## src/rtl/bvs_pkg.sv

```systemverilog
// shared types, constants and codes for the bounded vector store
package bvs_pkg;

    localparam int DEPTH  = 256;
    localparam int WORD_W = 32;
    localparam int IDX_W  = 8;
    localparam int FUNC_W = 3;
    localparam int STAT_W = 2;
    localparam int CNT_W  = 9;
    localparam int POS_W  = (DEPTH > 1) ? $clog2(DEPTH) : 1;
    localparam int CMP_W  = (CNT_W > IDX_W) ? CNT_W : IDX_W;

    typedef enum logic [FUNC_W-1:0] {
        FN_PUSH     = 3'd0,
        FN_SET      = 3'd1,
        FN_GET      = 3'd2,
        FN_REMOVE   = 3'd3,
        FN_POP      = 3'd4,
        FN_CLEAR    = 3'd5
    } func_t;

    typedef enum logic [STAT_W-1:0] {
        ST_OK    = 2'd0,
        ST_RANGE = 2'd1,
        ST_FULL  = 2'd2
    } status_t;

    typedef enum logic {
        S_IDLE,
        S_EXEC
    } state_t;

    typedef struct packed {
        logic [FUNC_W-1:0] func;
        logic [IDX_W-1:0]  index;
        logic [WORD_W-1:0] value;
    } req_t;

    typedef struct packed {
        logic [STAT_W-1:0] status;
        logic [WORD_W-1:0] read_value;
        logic [CNT_W-1:0]  count;
    } rsp_t;

    // control broadcast to every cell of the row
    typedef struct packed {
        logic              wr_en;
        logic [POS_W-1:0]  wr_pos;
        logic [WORD_W-1:0] wr_word;
        logic              sh_en;
        logic [POS_W-1:0]  sh_lo;
        logic [POS_W-1:0]  sh_hi;
        logic [POS_W-1:0]  rd_pos;
    } cell_ctl_t;

endpackage

```

## src/rtl/bvs_cell.sv

```systemverilog
// one storage cell of the row: holds one word, loads or takes its upper neighbor
module bvs_cell
    import bvs_pkg::*;
(
    input  logic              clk,
    input  cell_ctl_t         ctl,
    input  logic [POS_W-1:0]  pos,
    input  logic [WORD_W-1:0] up_word,
    output logic [WORD_W-1:0] word,
    output logic [WORD_W-1:0] rd_word
);

    logic [WORD_W-1:0] word_reg;
    logic [WORD_W-1:0] word_next;
    logic              shift_hit;

    assign shift_hit = ctl.sh_en && (pos >= ctl.sh_lo) && (pos < ctl.sh_hi);

    always_comb
    begin
        word_next = word_reg;
        if (shift_hit)
        begin
            word_next = up_word;
        end
        else if (ctl.wr_en && (pos == ctl.wr_pos))
        begin
            word_next = ctl.wr_word;
        end
    end

    always_ff @(posedge clk)
    begin
        word_reg <= word_next;
    end

    assign word    = word_reg;
    assign rd_word = (pos == ctl.rd_pos) ? word_reg : '0;

endmodule

```

## config.mk

```make
export PLATFORM = sky130hd
export DESIGN_NAME = bvs_cell
export DESIGN_NICKNAME = d
export VERILOG_FILES = /design/src/rtl/bvs_pkg.sv /design/src/rtl/bvs_cell.sv
export SDC_FILE = /design/constraint.sdc
export NUM_CORES = 1
export LEC_CHECK = 0
export ABC_AREA = 1
export BUFFER_PORTS_ARGS = -buffer_cell sky130_fd_sc_hd__buf_2
export CAP_MARGIN = 40
export CORE_AREA = 2 2 77 79
export CTS_CLUSTER_DIAMETER = 80
export DETAILED_ROUTE_END_ITERATION = 8
export DIE_AREA = 0 0 79 81
export PLACE_DENSITY = 0.92
export REMOVE_ABC_BUFFERS = 1
export SETUP_SLACK_MARGIN = 0.02
export SLEW_MARGIN = 5
export SYNTH_ARGS = -nofsm -noshare
export SYNTH_HDL_FRONTEND = slang
export SYNTH_SLANG_ARGS = --single-unit
```

## constraint.sdc

```tcl
create_clock -name clk -period 4.2 [get_ports clk]
set_input_delay 0.84 -clock clk [delete_from_list [all_inputs] [get_ports clk]]
set_output_delay 0.84 -clock clk [all_outputs]
set_load 0.03 [all_outputs]
```

Word level (Yosys, flattened, before mapping) --
Cells that the tools add are included.
Operators by class: $lt $le $gt $ge 2, eq/ne operators 2, reductions and logical operators 4, multiplexer cells 3
Operator list (count):
- $mux W32 | 3
- $eq A8 B8 Y1 | 2
- $ge A8 B8 Y1 | 1
- $lt A8 B8 Y1 | 1
- $logic_and A1 B1 Y1 | 3
- $reduce_bool A2 Y1 | 1
Storage, ports and cells: register bits 32

Logic depth before layout (Yosys ltp) --
depth in word-level cells 4, mapped depth 13, mapped depth without buffers 12

Worst setup path after synthesis --
No wires, ideal clock.
path type input-to-reg, from input port ctl[23] (netlist name), to register word_reg[0] (netlist: word[0]) (enable), required time 3.811 ns, arrival time 2.518 ns, library setup time 0.389 ns, cell stages on the path 9, slack 1.293 ns, path through inv_1 > ha_1 > nand2_1 > nor2_1 > nand4_1 > nand3_2 > nand3_4 > buf_6 > nand2_1
On the way: longest elaborated chain between the ends 4
Ends and longest elaborated chain:
- start, declared | line bvs_cell.sv:6 | input cell_ctl_t ctl,
- $ge A8 B8 Y1 | line bvs_cell.sv:17 | assign shift_hit = ctl.sh_en && (pos >= ctl.sh_lo) && (pos < ctl.sh_hi);
- $logic_and A1 B1 Y1 (2 in a row) | line bvs_cell.sv:17
- $reduce_bool A2 Y1 (no source line)
- end signal, assigned | line bvs_cell.sv:34 | word_reg <= word_next;
- end, declared | line bvs_cell.sv:13 | logic [WORD_W-1:0] word_reg;
Every way passes these cells. A chain may end at the register's enable or synchronous reset.

Worst setup path after layout --
from input port pos[1], to output port rd_word[19]
On the way: longest elaborated chain between the ends 2
Ends and longest elaborated chain:
- start, declared | line bvs_cell.sv:7 | input logic [POS_W-1:0] pos,
- $eq A8 B8 Y1 | line bvs_cell.sv:38 | assign rd_word = (pos == ctl.rd_pos) ? word_reg : '0;
- $mux W32 | line bvs_cell.sv:38
- end, declared | line bvs_cell.sv:10 | output logic [WORD_W-1:0] rd_word
Every way passes these cells.

==> results.sh <==
export IMPL_worstPathArrival_ps=2090
export IMPL_grt_use_total=0.197
export IMPL_clock_sinks=32
export IMPL_grt_pass1_vias=2393
export IMPL_hold_path_cell_count=3
export IMPL_hold_path_class="in2reg"
export IMPL_p_int_mw=0.675
export IMPL_max_stage_delay_ps=240
export IMPL_ys_seq_area_frac=0.407
export IMPL_ys_ff_latch=32
export IMPL_grt_pass1_wl_mm=9.92
export IMPL_holdPathEnd="word[7]"
export IMPL_yosys_warnings=0
export IMPL_tightest_slew_ps=832
export IMPL_synth_cell_area_mm2=0.00236
export IMPL_drive_above_1_share=0.394
export IMPL_core_region_area_mm2=0.00568
export IMPL_portBuffers=170
export IMPL_fin_crit_sh=0.697
export IMPL_postRouteAntennaNets=0
export IMPL_drc=0
export IMPL_cellLeakagePower_nw=2.02
export IMPL_fin_ws_ps=1270
export IMPL_avgSynthCellArea_um2=7.62
export IMPL_hpwl_mm=5.43
export IMPL_fin_tns_setup_ps=0
export IMPL_num_rows=28
export IMPL_synth_cells=310
export IMPL_gr_total_overflow=0
export IMPL_relSlewSlack=0.444
export IMPL_cts_max_path_buffers=2
export IMPL_n_antenna_cell=0
export IMPL_crit_family="buffers and inverters"
export IMPL_cp_num_buf_inv=3
export IMPL_postCtsSetupBuffers=0
export IMPL_cpMaxStageDelayCell="buf_4"
export IMPL_ys_types=27
export IMPL_numCtsBuffers=5
export IMPL_drv_cap=0
export IMPL_wirelength_mm=6.58
export IMPL_crit_required_ps=3360
export IMPL_nets=601
export IMPL_power_clock_fraction=0.283
export IMPL_status="completed"
export IMPL_crit_top_cell="buf_2"
export IMPL_grt_start_max_net_pins=34
export IMPL_power_density_mw_per_mm2=293
export IMPL_cts_max_level=2
export IMPL_start_kind="input port"
export IMPL_area_growth_syn_to_layout_pct=42.1
export IMPL_final_common_cell="buf_2"
export IMPL_report_final_hold_viol_count=0
export IMPL_ctsHoldBuffers=0
export IMPL_dp_cells=547
export IMPL_path_clk_slew_ps=70
export IMPL_fin_cells=555
export IMPL_path_class="in2out"
export IMPL_clockRootBuffer="clkbuf_8"
export IMPL_start_util=0.416
export IMPL_pre_cts_ws_ps=979
export IMPL_die_w_um=79
export IMPL_yosys_area_share_simple=0.314
export IMPL_io_pin_count=171
export IMPL_path_cells="buf_2 > or2_0 > a21oi_1 > nand4_1 > buf_4 > nor2_1 > buf_2"
export IMPL_vdd_drop_max_mv=0.127
export IMPL_cts_tree="done"
export IMPL_cp_max_fo=20
export IMPL_vias=2581
export IMPL_synth_compound_area_frac=0.0296
export IMPL_rsz0062_at_grt="false"
export IMPL_post_cts_resize_count=0
export IMPL_min_period_ps=2930
export IMPL_p_sw_mw=0.308
export IMPL_slew_viol_final=0
export IMPL_finish_utilization=0.592
export IMPL_firstDrtPassIters=4
export IMPL_min_from="ctl[32]"
export IMPL_drt_iter0_markers=65
export IMPL_synth_fa_ha_area_frac=0.0794
export IMPL_end_kind="output pin"
export IMPL_die_h_um=81
export IMPL_fmax_mhz=342
export IMPL_design_die_area_mm2=0.00640
export IMPL_wl_per_cell_um=11.9
export IMPL_largest_reg_flops=32
export IMPL_synth_top_family_by_area="simple AND/OR/NAND/NOR gates"
export IMPL_swShare=0.314
export IMPL_post_drt_via_cell_ratio=4.65
export IMPL_setup_viol=0
export IMPL_antenna_found_initial=0
export IMPL_synthXorXnorAreaFrac=0.0371
export IMPL_place_congestion=0.856
export IMPL_hold_ws_ps=828
export IMPL_final_cell_mix="buf_2, nand2_1, inv_1, nor2_1"
export IMPL_pwr_share_seq=0.418
export IMPL_combPwrFrac=0.299
export IMPL_muxShareOfSynthArea=0
==> cell families (layout without fill, tap and decap cells) <==
logic type	Yosys count	count (layout)
DFF	32	32
and+or+nand+nor	174	174
buffers and inverters	69	239
AOI/OAI and AO/OA	10	10
xor gates and xnor gates	10	10
adders and majority gates	15	15
==> cells in the mapped netlist <==
library cell	n	area share
nand2_1	90	0.14
or2_2	1	0.0026
a21boi_4	1	0.0079
inv_1	56	0.089
nand3b_1	1	0.0032
o21a_1	1	0.0032
a21oi_1	5	0.011
nand3_2	2	0.0085
a21o_1	1	0.0032
edfxtp_1	32	0.41
xnor2_1	1	0.0037
nand3_1	32	0.068
nor3_1	2	0.0042
nor2_1	39	0.062
nand4_1	3	0.0079
nand2_2	1	0.0026
buf_6	6	0.029
ha_1	15	0.079
or2_0	1	0.0026
buf_2	5	0.011
xor2_1	9	0.033
o21ai_0	1	0.0021
o22ai_1	1	0.0026
nor2_2	1	0.0026
buf_4	1	0.0032
inv_2	1	0.0016
nand3_4	1	0.0074
==> worst max-delay path by stage <==
stage | cells past startpoint | from | endpoint | slack, ps
floorplan | 4 | ctl[1] | rd_word[0] | 810
global placement | 9 | pos[7] | word[21] | 1050
detailed placement | 9 | pos[7] | word[3] | 980
CTS | 7 | pos[1] | rd_word[19] | 1230
global route | 9 | pos[7] | word[29] | 1090
finish | 7 | pos[1] | rd_word[19] | 1270
==> area by class of cell <==
| class | instances | area, um2 |
|---|---|---|
| clock buffers | 6 | 72.6 |
| clock inverters | 2 | 35.0 |
| fillers | 541 | 2320 |
| inverters | 57 | 214 |
| multi-input cells | 209 | 1090 |
| flip-flops and latches | 32 | 961 |
| well taps | 75 | 93.8 |
| repair buffers | 174 | 893 |
==> power by group through the flow <==
stage	Sequential (mW)	Clock [mW]	Combinational, mW
floorplan	0.478	0	0.112
global placement	0.416	0	0.285
detailed placement	0.417	0	0.295
CTS	0.411	0.284	0.296
global route	0.413	0.300	0.326
finish	0.411	0.278	0.294
==> per-layer routing <==
metal,part of all wire,track usage,vias to the layer above
met5,0,0,-
met4,0.024,0.0879,0
met3,0.074,0.0478,12
met2,0.53,0.386,102
met1,0.37,0.196,1162
li1,-,-,1305
==> tightest hold or removal path, cell delays in order <==
cell and delay, ps:
buf_2 70, nand2_1 40, nand2_1 40
==> metrics by stage <==
stage	total power [mW]	area (um2)
2_1_floorplan	0.589	2260
3_3_place_gp	0.701	3250
3_5_place_dp	0.713	3250
4_1_cts	0.991	3360
5_1_grt	1.04	3360
6_report	0.983	3360
Note: power is estimated with default switching activity, not from simulation.
