**config.mk**
```make
export PLATFORM = sky130hd
export DESIGN_NAME = bvs_ctrl
export DESIGN_NICKNAME = d
export VERILOG_FILES = /design/src/rtl/bvs_pkg.sv /design/src/rtl/bvs_ctrl.sv
export SDC_FILE = /design/constraint.sdc
export NUM_CORES = 1
export LEC_CHECK = 0
export CORE_UTILIZATION = 55
export DETAILED_ROUTE_END_ITERATION = 10
export DONT_BUFFER_PORTS = 1
export GPL_TIMING_DRIVEN = 0
export PLACE_DENSITY = 0.7
export SYNTH_ARGS = -nofsm -noshare
export SYNTH_HDL_FRONTEND = slang
export SYNTH_SLANG_ARGS = --single-unit
```
**constraint.sdc**
```tcl
create_clock -name clk -period 5.4 [get_ports clk]
set_clock_uncertainty 0.2 [all_clocks]
set_input_delay 0.27 -clock clk [delete_from_list [all_inputs] [get_ports clk]]
set_output_delay 0.27 -clock clk [all_outputs]
set_load 0.01 [all_outputs]
```
**src/rtl/bvs_pkg.sv**
```systemverilog
// shared types, constants and codes for the bounded vector store
package bvs_pkg;

    localparam int DEPTH  = 256;
    localparam int WORD_W = 32;
    localparam int IDX_W  = 8;
    localparam int FUNC_W = 3;
    localparam int STAT_W = 2;
    localparam int CNT_W  = 9;
    localparam int POS_W  = (DEPTH > 1) ? $clog2(DEPTH) : 1;
    localparam int CMP_W  = (CNT_W > IDX_W) ? CNT_W : IDX_W;

    typedef enum logic [FUNC_W-1:0] {
        FN_PUSH     = 3'd0,
        FN_SET      = 3'd1,
        FN_GET      = 3'd2,
        FN_REMOVE   = 3'd3,
        FN_POP      = 3'd4,
        FN_CLEAR    = 3'd5
    } func_t;

    typedef enum logic [STAT_W-1:0] {
        ST_OK    = 2'd0,
        ST_RANGE = 2'd1,
        ST_FULL  = 2'd2
    } status_t;

    typedef enum logic {
        S_IDLE,
        S_EXEC
    } state_t;

    typedef struct packed {
        logic [FUNC_W-1:0] func;
        logic [IDX_W-1:0]  index;
        logic [WORD_W-1:0] value;
    } req_t;

    typedef struct packed {
        logic [STAT_W-1:0] status;
        logic [WORD_W-1:0] read_value;
        logic [CNT_W-1:0]  count;
    } rsp_t;

    // control broadcast to every cell of the row
    typedef struct packed {
        logic              wr_en;
        logic [POS_W-1:0]  wr_pos;
        logic [WORD_W-1:0] wr_word;
        logic              sh_en;
        logic [POS_W-1:0]  sh_lo;
        logic [POS_W-1:0]  sh_hi;
        logic [POS_W-1:0]  rd_pos;
    } cell_ctl_t;

endpackage

```
**src/rtl/bvs_ctrl.sv**
```systemverilog
// request sequencer: decodes one request, drives the cell row, keeps the count
module bvs_ctrl
    import bvs_pkg::*;
(
    input  logic              clk,
    input  logic              rst_n,
    input  logic              start,
    input  req_t              request,
    input  logic [WORD_W-1:0] row_word,
    output logic              busy,
    output cell_ctl_t         ctl,
    output logic              done,
    output rsp_t              result
);

    state_t            state_reg;
    state_t            state_next;
    req_t              req_reg;
    logic [CNT_W-1:0]  count_reg;
    logic [CNT_W-1:0]  count_next;
    logic              done_reg;
    logic              done_next;
    rsp_t              rsp_reg;
    rsp_t              rsp_next;

    logic [CMP_W-1:0]  idx_cmp;
    logic [CMP_W-1:0]  cnt_cmp;
    logic              idx_ok;
    logic              full;
    logic              empty;
    logic [POS_W-1:0]  idx_pos;
    logic [POS_W-1:0]  last_pos;
    logic [CNT_W-1:0]  cnt_dec;

    assign idx_cmp  = CMP_W'(req_reg.index);
    assign cnt_cmp  = CMP_W'(count_reg);
    assign idx_ok   = idx_cmp < cnt_cmp;
    assign full     = count_reg >= CNT_W'(DEPTH);
    assign empty    = count_reg == '0;
    assign idx_pos  = POS_W'(idx_cmp);
    assign cnt_dec  = count_reg - CNT_W'(1);
    assign last_pos = POS_W'(cnt_dec);

    always_comb
    begin
        state_next      = state_reg;
        count_next      = count_reg;
        done_next       = 1'b0;
        rsp_next        = rsp_reg;
        ctl.wr_en       = 1'b0;
        ctl.wr_pos      = idx_pos;
        ctl.wr_word     = req_reg.value;
        ctl.sh_en       = 1'b0;
        ctl.sh_lo       = idx_pos;
        ctl.sh_hi       = last_pos;
        ctl.rd_pos      = idx_pos;

        case (state_reg)
            S_IDLE:
            begin
                if (start)
                begin
                    state_next = S_EXEC;
                end
            end
            S_EXEC:
            begin
                state_next          = S_IDLE;
                done_next           = 1'b1;
                rsp_next.status     = ST_OK;
                rsp_next.read_value = '0;
                case (req_reg.func)
                    FN_PUSH:
                    begin
                        if (full)
                        begin
                            rsp_next.status = ST_FULL;
                        end
                        else
                        begin
                            ctl.wr_en  = 1'b1;
                            ctl.wr_pos = POS_W'(count_reg);
                            count_next = count_reg + CNT_W'(1);
                        end
                    end
                    FN_SET:
                    begin
                        if (!idx_ok)
                        begin
                            rsp_next.status = ST_RANGE;
                        end
                        else
                        begin
                            ctl.wr_en = 1'b1;
                        end
                    end
                    FN_GET:
                    begin
                        if (!idx_ok)
                        begin
                            rsp_next.status = ST_RANGE;
                        end
                        else
                        begin
                            rsp_next.read_value = row_word;
                        end
                    end
                    FN_REMOVE:
                    begin
                        if (!idx_ok)
                        begin
                            rsp_next.status = ST_RANGE;
                        end
                        else
                        begin
                            rsp_next.read_value = row_word;
                            ctl.sh_en           = 1'b1;
                            count_next          = cnt_dec;
                        end
                    end
                    FN_POP:
                    begin
                        ctl.rd_pos = last_pos;
                        if (empty)
                        begin
                            rsp_next.status = ST_RANGE;
                        end
                        else
                        begin
                            rsp_next.read_value = row_word;
                            count_next          = cnt_dec;
                        end
                    end
                    FN_CLEAR:
                    begin
                        count_next = '0;
                    end
                    default:
                    begin
                        // unused codes leave everything alone
                    end
                endcase
                rsp_next.count = count_next;
            end
            default:
            begin
                state_next = S_IDLE;
            end
        endcase
    end

    always_ff @(posedge clk or negedge rst_n)
    begin
        if (!rst_n)
        begin
            state_reg <= S_IDLE;
            count_reg <= '0;
            done_reg  <= 1'b0;
        end
        else
        begin
            state_reg <= state_next;
            count_reg <= count_next;
            done_reg  <= done_next;
        end
    end

    always_ff @(posedge clk)
    begin
        rsp_reg <= rsp_next;
        if (state_reg == S_IDLE && start)
        begin
            req_reg <= request;
        end
    end

    assign busy   = state_reg == S_EXEC;
    assign done   = done_reg;
    assign result = rsp_reg;

endmodule

```
# [After elaboration in Yosys (flattened, before gate mapping)]
# Cells that the tools add are included.
[totals] ff_bits=97 inputBits=78 output_inout_bits=111 wordCells=47
[op_classes] addsub=2 order_cmp=2 eq_ne=5 muxes=23 bitwise_logic=1 n_reduce_logical=5
[ops] cell="2-to-1 mux 32 bit" count=2
[ops] cell="one-hot mux 32 bit (2 select lines)" count=1
[ops] cell="2-to-1 mux 9 bit" count=5
[ops] cell="one-hot mux 9 bit (4 select lines)" count=1
[ops] cell="2-to-1 mux 8 bit" count=3
[ops] cell="adder 9 x 1 -> 9 bit, second input constant" count=1
[ops] cell="greater-or-equal comparator 9 bit, second input constant" count=1
[ops] cell="zero test 9 bit" count=1
[ops] cell="less-than comparator 8 x 9 -> 1 bit" count=1
[ops] cell="subtractor 9 x 1 -> 9 bit, second input constant" count=1
[ops] cell="2-to-1 mux 1 bit" count=7
[ops] cell="equality test 3 x 2 -> 1 bit, second input constant" count=2
[ops] cell="equality test 3 bit, second input constant" count=2
[ops] cell="one-hot mux 2 bit (3 select lines)" count=1
[ops] cell="one-hot mux 1 bit (2 select lines)" count=2
[ops] cell="equality test 3 x 1 -> 1 bit, second input constant" count=1
[ops] cell="zero test 3 bit" count=1
[ops] cell="OR reduction 3 bit" count=1
[ops] cell="2-to-1 mux 2 bit" count=1
[ops] cell="OR reduction 2 bit" count=1
[ops] cell="logical AND 1 bit" count=1
[ops] cell="inverter 1 bit" count=1

# [Longest topological paths before layout]
# Gate-level depths: netlist of run 1.
[logic_depth] ltp_word=4 mapped_depth=10 depth_no_buf=8

# [Worst setup path before layout of run 1]
# Ideal clock, no wire load.
[synth_timing] kind="register -> register" startpoint="register state_reg (netlist: busy)" endpoint="register req_reg, in the netlist ctl[25], enable pin" setup_ps=449 t_arrival_ps=3252 required_ps=4751 slack_ps=1498 path_stages_with_launch=3 n_path_buf=1 synth_period_minus_slack_ps=3902 cell_sequence="dfrtp_1 clkbuf_1 nor2b_1"
[synth_between] elab_chain_cells=2
[synth_lines] item="from (decl)" line_no="bvs_ctrl.sv:16" text="state_t state_reg;"
[synth_lines] item="from (signal assigned)" line_no="bvs_ctrl.sv:162" text="state_reg <= state_next;"
[synth_lines] item="inverter 1 bit"
[synth_lines] item="logical AND 1 bit" line_no="bvs_ctrl.sv:171" text="if (state_reg == S_IDLE && start)"
[synth_lines] item="to (signal assigned)" line_no="bvs_ctrl.sv:173" text="req_reg <= request;"
[synth_lines] item="to (decl)" line_no="bvs_ctrl.sv:18" text="req_t req_reg;"
# No other way between the ends.
# A chain may end at the register's enable or synchronous reset.

==> run metrics, run 1 <==
status=completed; leakage=2.17 nW; CP Buf/Inv Count=2; TritonCTS clock tree=done; Post-synth EDFFs=86; total of warnings raised by yosys=0; Area after DPL=0.00488 mm²; minimum clock period=3.39 ns; largest net degree at the start of global routing=38; Placement Rows=33; Final Util=0.707; Crit path arrival time=2.92 ns; Seq/Total Area, Yosys=0.608; gpl congestion=0.876; worst slew pin tran=0.680 ns; routing usage on met2=0.417; vias after detailed routing=3179; VDD IR max=0.000206 V; Total Routing Usage GR=0.241; 1st-iter DRT viols=226; Setup CP Type=reg -> out; post-synthesis async set-or-reset flop share=0.113; met1 usage=0.278; CTS root buf=clkbuf_8; Area growth syn-to-layout=24.3%; Detail Route Antenna Nets=0; largest area contributor in the netlist=edfxtp_1; Fin. Hold Viols=0; WHS=0.134 ns; family with the most delay on the worst path=simple AND/OR/NAND/NOR gates; global routing's busiest layer=met2; NumNets Final=550; Worst Setup End Kind=output port; drt first pass iters=5; Crit Path Max Fanout=10; Max Cap Viol=0; Sinks on Clock Net=97; clock latency on the worst-skew pair=0.36 ns; worst rel slew slack=0.542; post-CTS setup buffers=0; Final Max Tran Viols=0; Port Buf Inserts=0; dominant cells by area after synthesis=edfxtp_1 55%, buf_4 6.4%, dfrtp_1 5.9%; Seq cells post-synth=97; ant diodes=0; routing usage on met3=0.0942; drc violations=0; DR WL/cell=18.4 µm; post-DP HPWL=7.09 mm; achievable frequency=0.295 GHz; crit path launch type=flip-flop; H-Tree Depth=3; area share of the leading cell type in the synthesized netlist=0.550; GR Overflow Total=0; Syn Area/Cell=12.6 µm²; Initial Util=0.569; RSZ-0062 raised after global routing=false; cell count after synthesis=373; initial antenna violation count=0; syn nets=460; die area=0.00891 mm²; Final Cell Area=0.00584 mm²; worst hold path type=in -> async; crit-path most repeated cell=nor2_1; Clock Tree Buf Depth=2; via/cell ratio=5.55; first-pass GRT wire length=15.9 mm; Final Cycle Share=0.628; post-synth cell types=59; die width=94.4 µm; Critical-path top delay cell=nor4_1; CP peak stage delay=0.53 ns; core area=0.00826 mm²; final setup vio count=0; Pwr Density=361 mW/mm²; critical-path cell list=clkbuf_1 -> inv_1 -> ha_1 -> and4b_1 -> o21ai_1 -> nor2_1 -> nor2_1 -> a21oi_1 -> nor4_1; I/O pin total=189; clock-pin slew on the worst setup and hold paths=0.10 ns; vias in the first global route=3227; final WL=10.6 mm; worst endpoint required time=4.93 ns; layout cells sized above 1=0.201; Die Span Y=94.4 µm; Main synth FF type=edfxtp_1; number of flip-flops in the largest register=43; total CTS buffers=9; synthesized area=0.00470 mm²; setup TNS=0 ns
[cell usage in the layout (no fill, tap or decap), drive strengths merged, types with 3 or more instances in the layout]
master,synthesis,routed
nand3,6,6
a31oi,3,3
clkinv,0,3
mux2,8,8
nor4,5,5
and2,3,3
nor2,22,22
dlygate4sd3,0,77
nor3,10,10
o21ai,15,15
o22ai,4,4
a21oi,13,13
inv,14,18
clkbuf,6,15
xnor2,8,8
nor2b,35,35
nand2,27,27
ha,9,9
a221o,6,6
dfrtp,11,11
edfxtp,86,86
buf,49,51
[Yosys cell counts, types with 2 or more instances]
library cell  instances
a21oi_1              10
o221ai_1              2
clkbuf_1              6
mux2_2                8
nor2_2                3
a221o_1               6
dfrtp_1              11
o21a_1                2
buf_2                 7
a21oi_2               2
nor2b_1              35
nor4_1                4
nor2_1               19
and2_1                2
nand3_1               6
xnor2_1               8
inv_1                14
a211oi_1              2
ha_1                  9
o21ai_0              13
o22ai_1               3
or3_1                 2
a31oi_1               3
nor3_2                2
nand2_1              27
edfxtp_1             86
buf_4                40
nor3_1                8
a31o_2                2
buf_6                 2
[cells by family after synthesis]
| family | Yosys count | share of synthesized area |
|---|---|---|
| simple gates | 118 | 0.137 |
| flops | 97 | 0.608 |
| buf+inv | 69 | 0.0922 |
| compound gates | 63 | 0.103 |
| mux | 9 | 0.0213 |
| fa+ha+maj | 9 | 0.0240 |
| xor+xnor | 8 | 0.0149 |
[per-layer routing]
metal	vias up	wire length (µm)
met5	-	0
li1	1485	-
met1	1505	4130
met4	0	117
met2	173	5310
met3	16	1010
[power breakdown]
group	switching (mW)	leakage (nW)	internal [mW]	total [mW]
logic	0.419	1.11	0.264	0.683
registers	0.0681	0.967	0.917	0.986
clock network	0.262	0.0942	0.176	0.437
[worst paths after layout]
check                      startpoint         end  slack, ns  cells past startpoint
max                        cnt_cmp[5]     ctl[65]       2.01                      9
min                             rst_n        done       0.13                      1
max reg2reg                cnt_cmp[5]  result[33]       2.28                     10
min reg2reg                cnt_cmp[6]  cnt_cmp[6]       0.46                      2
max in group asynchronous       rst_n        busy       4.45                      1
min in group clk           request[8]     ctl[33]       0.32                      1
[per-stage QoR]
step / power [mW] / cells / setup WS, ns
global placement: 1.61 / 478 / 0.492
detailed placement: 1.63 / 480 / 2.32
floorplan: 1.47 / 373 / 1.50
global route: 2.21 / 573 / 1.78
CTS: 2.11 / 572 / 1.99
finish: 2.11 / 573 / 2.01
[repair_timing]
item | in CTS | in global routing
hold buffers | 76 | 1
gates resized for setup | 0 | 0
endpoints found under the hold margin | 86 | 5
[worst reg2reg max path, stage by stage (launching register included)]
cell and delay [ns]:
dfrtp_1 0.41, clkbuf_1 0.38, inv_1 0.14, ha_1 0.30
and4b_1 0.17, o21ai_1 0.14, nor2_1 0.19, nor2_1 0.09
a31oi_1 0.46, buf_2 0.31, nor2b_1 0.09
[final cells by class]
type,instances,area (µm²)
inverters,14,52.6
well taps,105,131
clock buffers,9,124
fillers,560,2420
clock inverters,7,58.8
multi-input cells,207,1410
flip-flops and latches,97,2860
repair buffers,79,818
plain buffers,55,380
No activity file was read; power rests on OpenSTA's default activity.
==> run 2: changes to the inputs <==
==> constraint.sdc (replaced) <==
create_clock -name clk -period 3.5 [get_ports clk]
set_clock_uncertainty 0.2 [all_clocks]
set_input_delay 0.175 -clock clk [delete_from_list [all_inputs] [get_ports clk]]
set_output_delay 0.175 -clock clk [all_outputs]
set_load 0.01 [all_outputs]
==> run metrics, run 2 (synthesized netlist as in run 1, its figures left out) <==
Die Span Y=94.4 µm (unchanged); gpl congestion=0.898 (+2.5%); H-Tree Depth=3 (unchanged); Worst Setup End Kind=output port; Pwr Density=559 mW/mm² (+55%); GR Overflow Total=0 (unchanged); Setup CP Type=reg -> out; achievable frequency=0.300 GHz; Max Cap Viol=0 (unchanged); clock-pin slew on the worst setup and hold paths=0.10 ns (about the same); Sinks on Clock Net=97 (unchanged); final setup vio count=0 (unchanged); Final Cell Area=0.00583 mm² (-0.15%); RSZ-0062 raised after global routing=false; clock latency on the worst-skew pair=0.37 ns (about the same); vias in the first global route=3189 (-1.2%); crit path launch type=flip-flop; CP peak stage delay=0.57 ns (+0.04 ns); leakage=2.16 nW (-0.13%); Crit Path Max Fanout=10 (unchanged); CP Buf/Inv Count=2 (unchanged); Critical Path Start=cnt_cmp[5]; final worst slack=0.167 ns (-1.84 ns); dpl ws=0.346 ns (-1.97 ns); commonest cells after routing, fill and taps aside=86 x edfxtp_1, 77 x dlygate4sd3_1, 40 x buf_4, 34 x nor2b_1, 27 x nand2_1; core area=0.00826 mm² (unchanged); die area=0.00891 mm² (unchanged); number of flip-flops in the largest register=43 (unchanged); Crit path arrival time=2.96 ns (+0.04 ns); Port Buf Inserts=0 (unchanged); TritonCTS clock tree=done; final WL=11.0 mm (+4.3%); drt first pass iters=5 (unchanged); Area growth syn-to-layout=24.1%; initial antenna violation count=0 (unchanged); via/cell ratio=5.65 (+1.8%); Clock Tree Buf Depth=2 (unchanged); ant diodes=0 (unchanged); vias after detailed routing=3231 (+1.6%); critical-path cell list=clkbuf_1 -> inv_1 -> ha_1 -> and4b_1 -> o21ai_1 -> nor2_1 -> nor2_1 -> a21oi_1 -> nor4_1; drc violations=0 (unchanged); Detail Route Antenna Nets=0 (unchanged); worst endpoint required time=3.12 ns (-1.81 ns); die width=94.4 µm (unchanged); total CTS buffers=9 (unchanged); worst rel slew slack=0.510 (-0.0329); Total Routing Usage GR=0.248 (+0.00699); Final Cycle Share=0.952; WHS=0.0543 ns (-0.0801 ns); largest net degree at the start of global routing=38 (unchanged); post-DP HPWL=7.12 mm (+0.42%); first-pass GRT wire length=16.2 mm (+1.5%); crit-path most repeated cell=nor2_1; layout cells sized above 1=0.201 (+0.000430); commonest non-fill, non-tap cell in the layout=edfxtp_1; minimum clock period=3.33 ns; CTS root buf=clkbuf_8; DR WL/cell=19.3 µm (+4.5%); Resized cells post-CTS=0 (unchanged); status=completed; Final Max Tran Viols=0 (unchanged); Critical-path top delay cell=nor4_1; worst hold path type=in -> async; I/O pin total=189 (unchanged); Area after DPL=0.00488 mm² (-0.15%); Initial Util=0.569 (unchanged); VDD IR max=0.000302 V (+47%); family with the most delay on the worst path=simple AND/OR/NAND/NOR gates; 1st-iter DRT viols=216 (-4.4%); NumNets Final=550 (unchanged); Placement Rows=33 (unchanged); worst reg2reg startpoint=cnt_cmp[5]; Fin. Hold Viols=0 (unchanged); worst slew pin tran=0.729 ns (+0.0490 ns)
run 2: area by class of cell:
type	count	area, µm²
clock inverters	6	57.6
fillers	564	2430
repair buffers	79	811
inverters	14	52.6
flip-flops and latches	97	2860
clock buffers	9	124
multi-input cells	207	1410
well taps	105	131
plain buffers	55	380
run 2: where the power goes:
group / switching (mW) / internal (mW) / total, mW / leakage, nW
logic: 0.641 / 0.406 / 1.05 / 1.10
registers: 0.107 / 1.42 / 1.52 / 0.967
clock network: 0.417 / 0.273 / 0.690 / 0.0945
total: 1.16 / 2.10 / 3.26 / 2.16
run 2: per-layer routing:
layer	wire length [µm]	GRT usage	vias up
li1	-	-	1488
met1	4370	0.302	1534
met2	5360	0.398	186
met3	1040	0.0805	23
met4	242	0.117	0
met5	0	0	-
run 2: path summary, 6_finish.rpt:
path,to,slack (ns),cells after the start
min in group clk,ctl[25],0.22,1
max reg2reg,result[29],0.29,10
max,ctl[65],0.17,9
min reg2reg,cnt_cmp[6],0.45,2
max in group asynchronous,busy,2.60,1
min,cnt_cmp[5],0.05,1
run 2: timing repair:
| action | CTS | global route |
|---|---|---|
| buffers inserted | 0 | 0 |
| hold endpoints to repair | 93 | 0 |
| hold buffers | 77 | 0 |
run 2: stage by stage:
stage | utilization | setup TNS (ns) | power (mW) | instances
floorplan | - | 0 | 2.27 | 373
global placement | 0.585 | -11.48 | 2.48 | 478
detailed placement | 0.591 | 0 | 2.51 | 480
CTS | 0.706 | 0 | 3.26 | 572
global route | 0.706 | 0 | 3.42 | 572
finish | 0.706 | 0 | 3.26 | 572
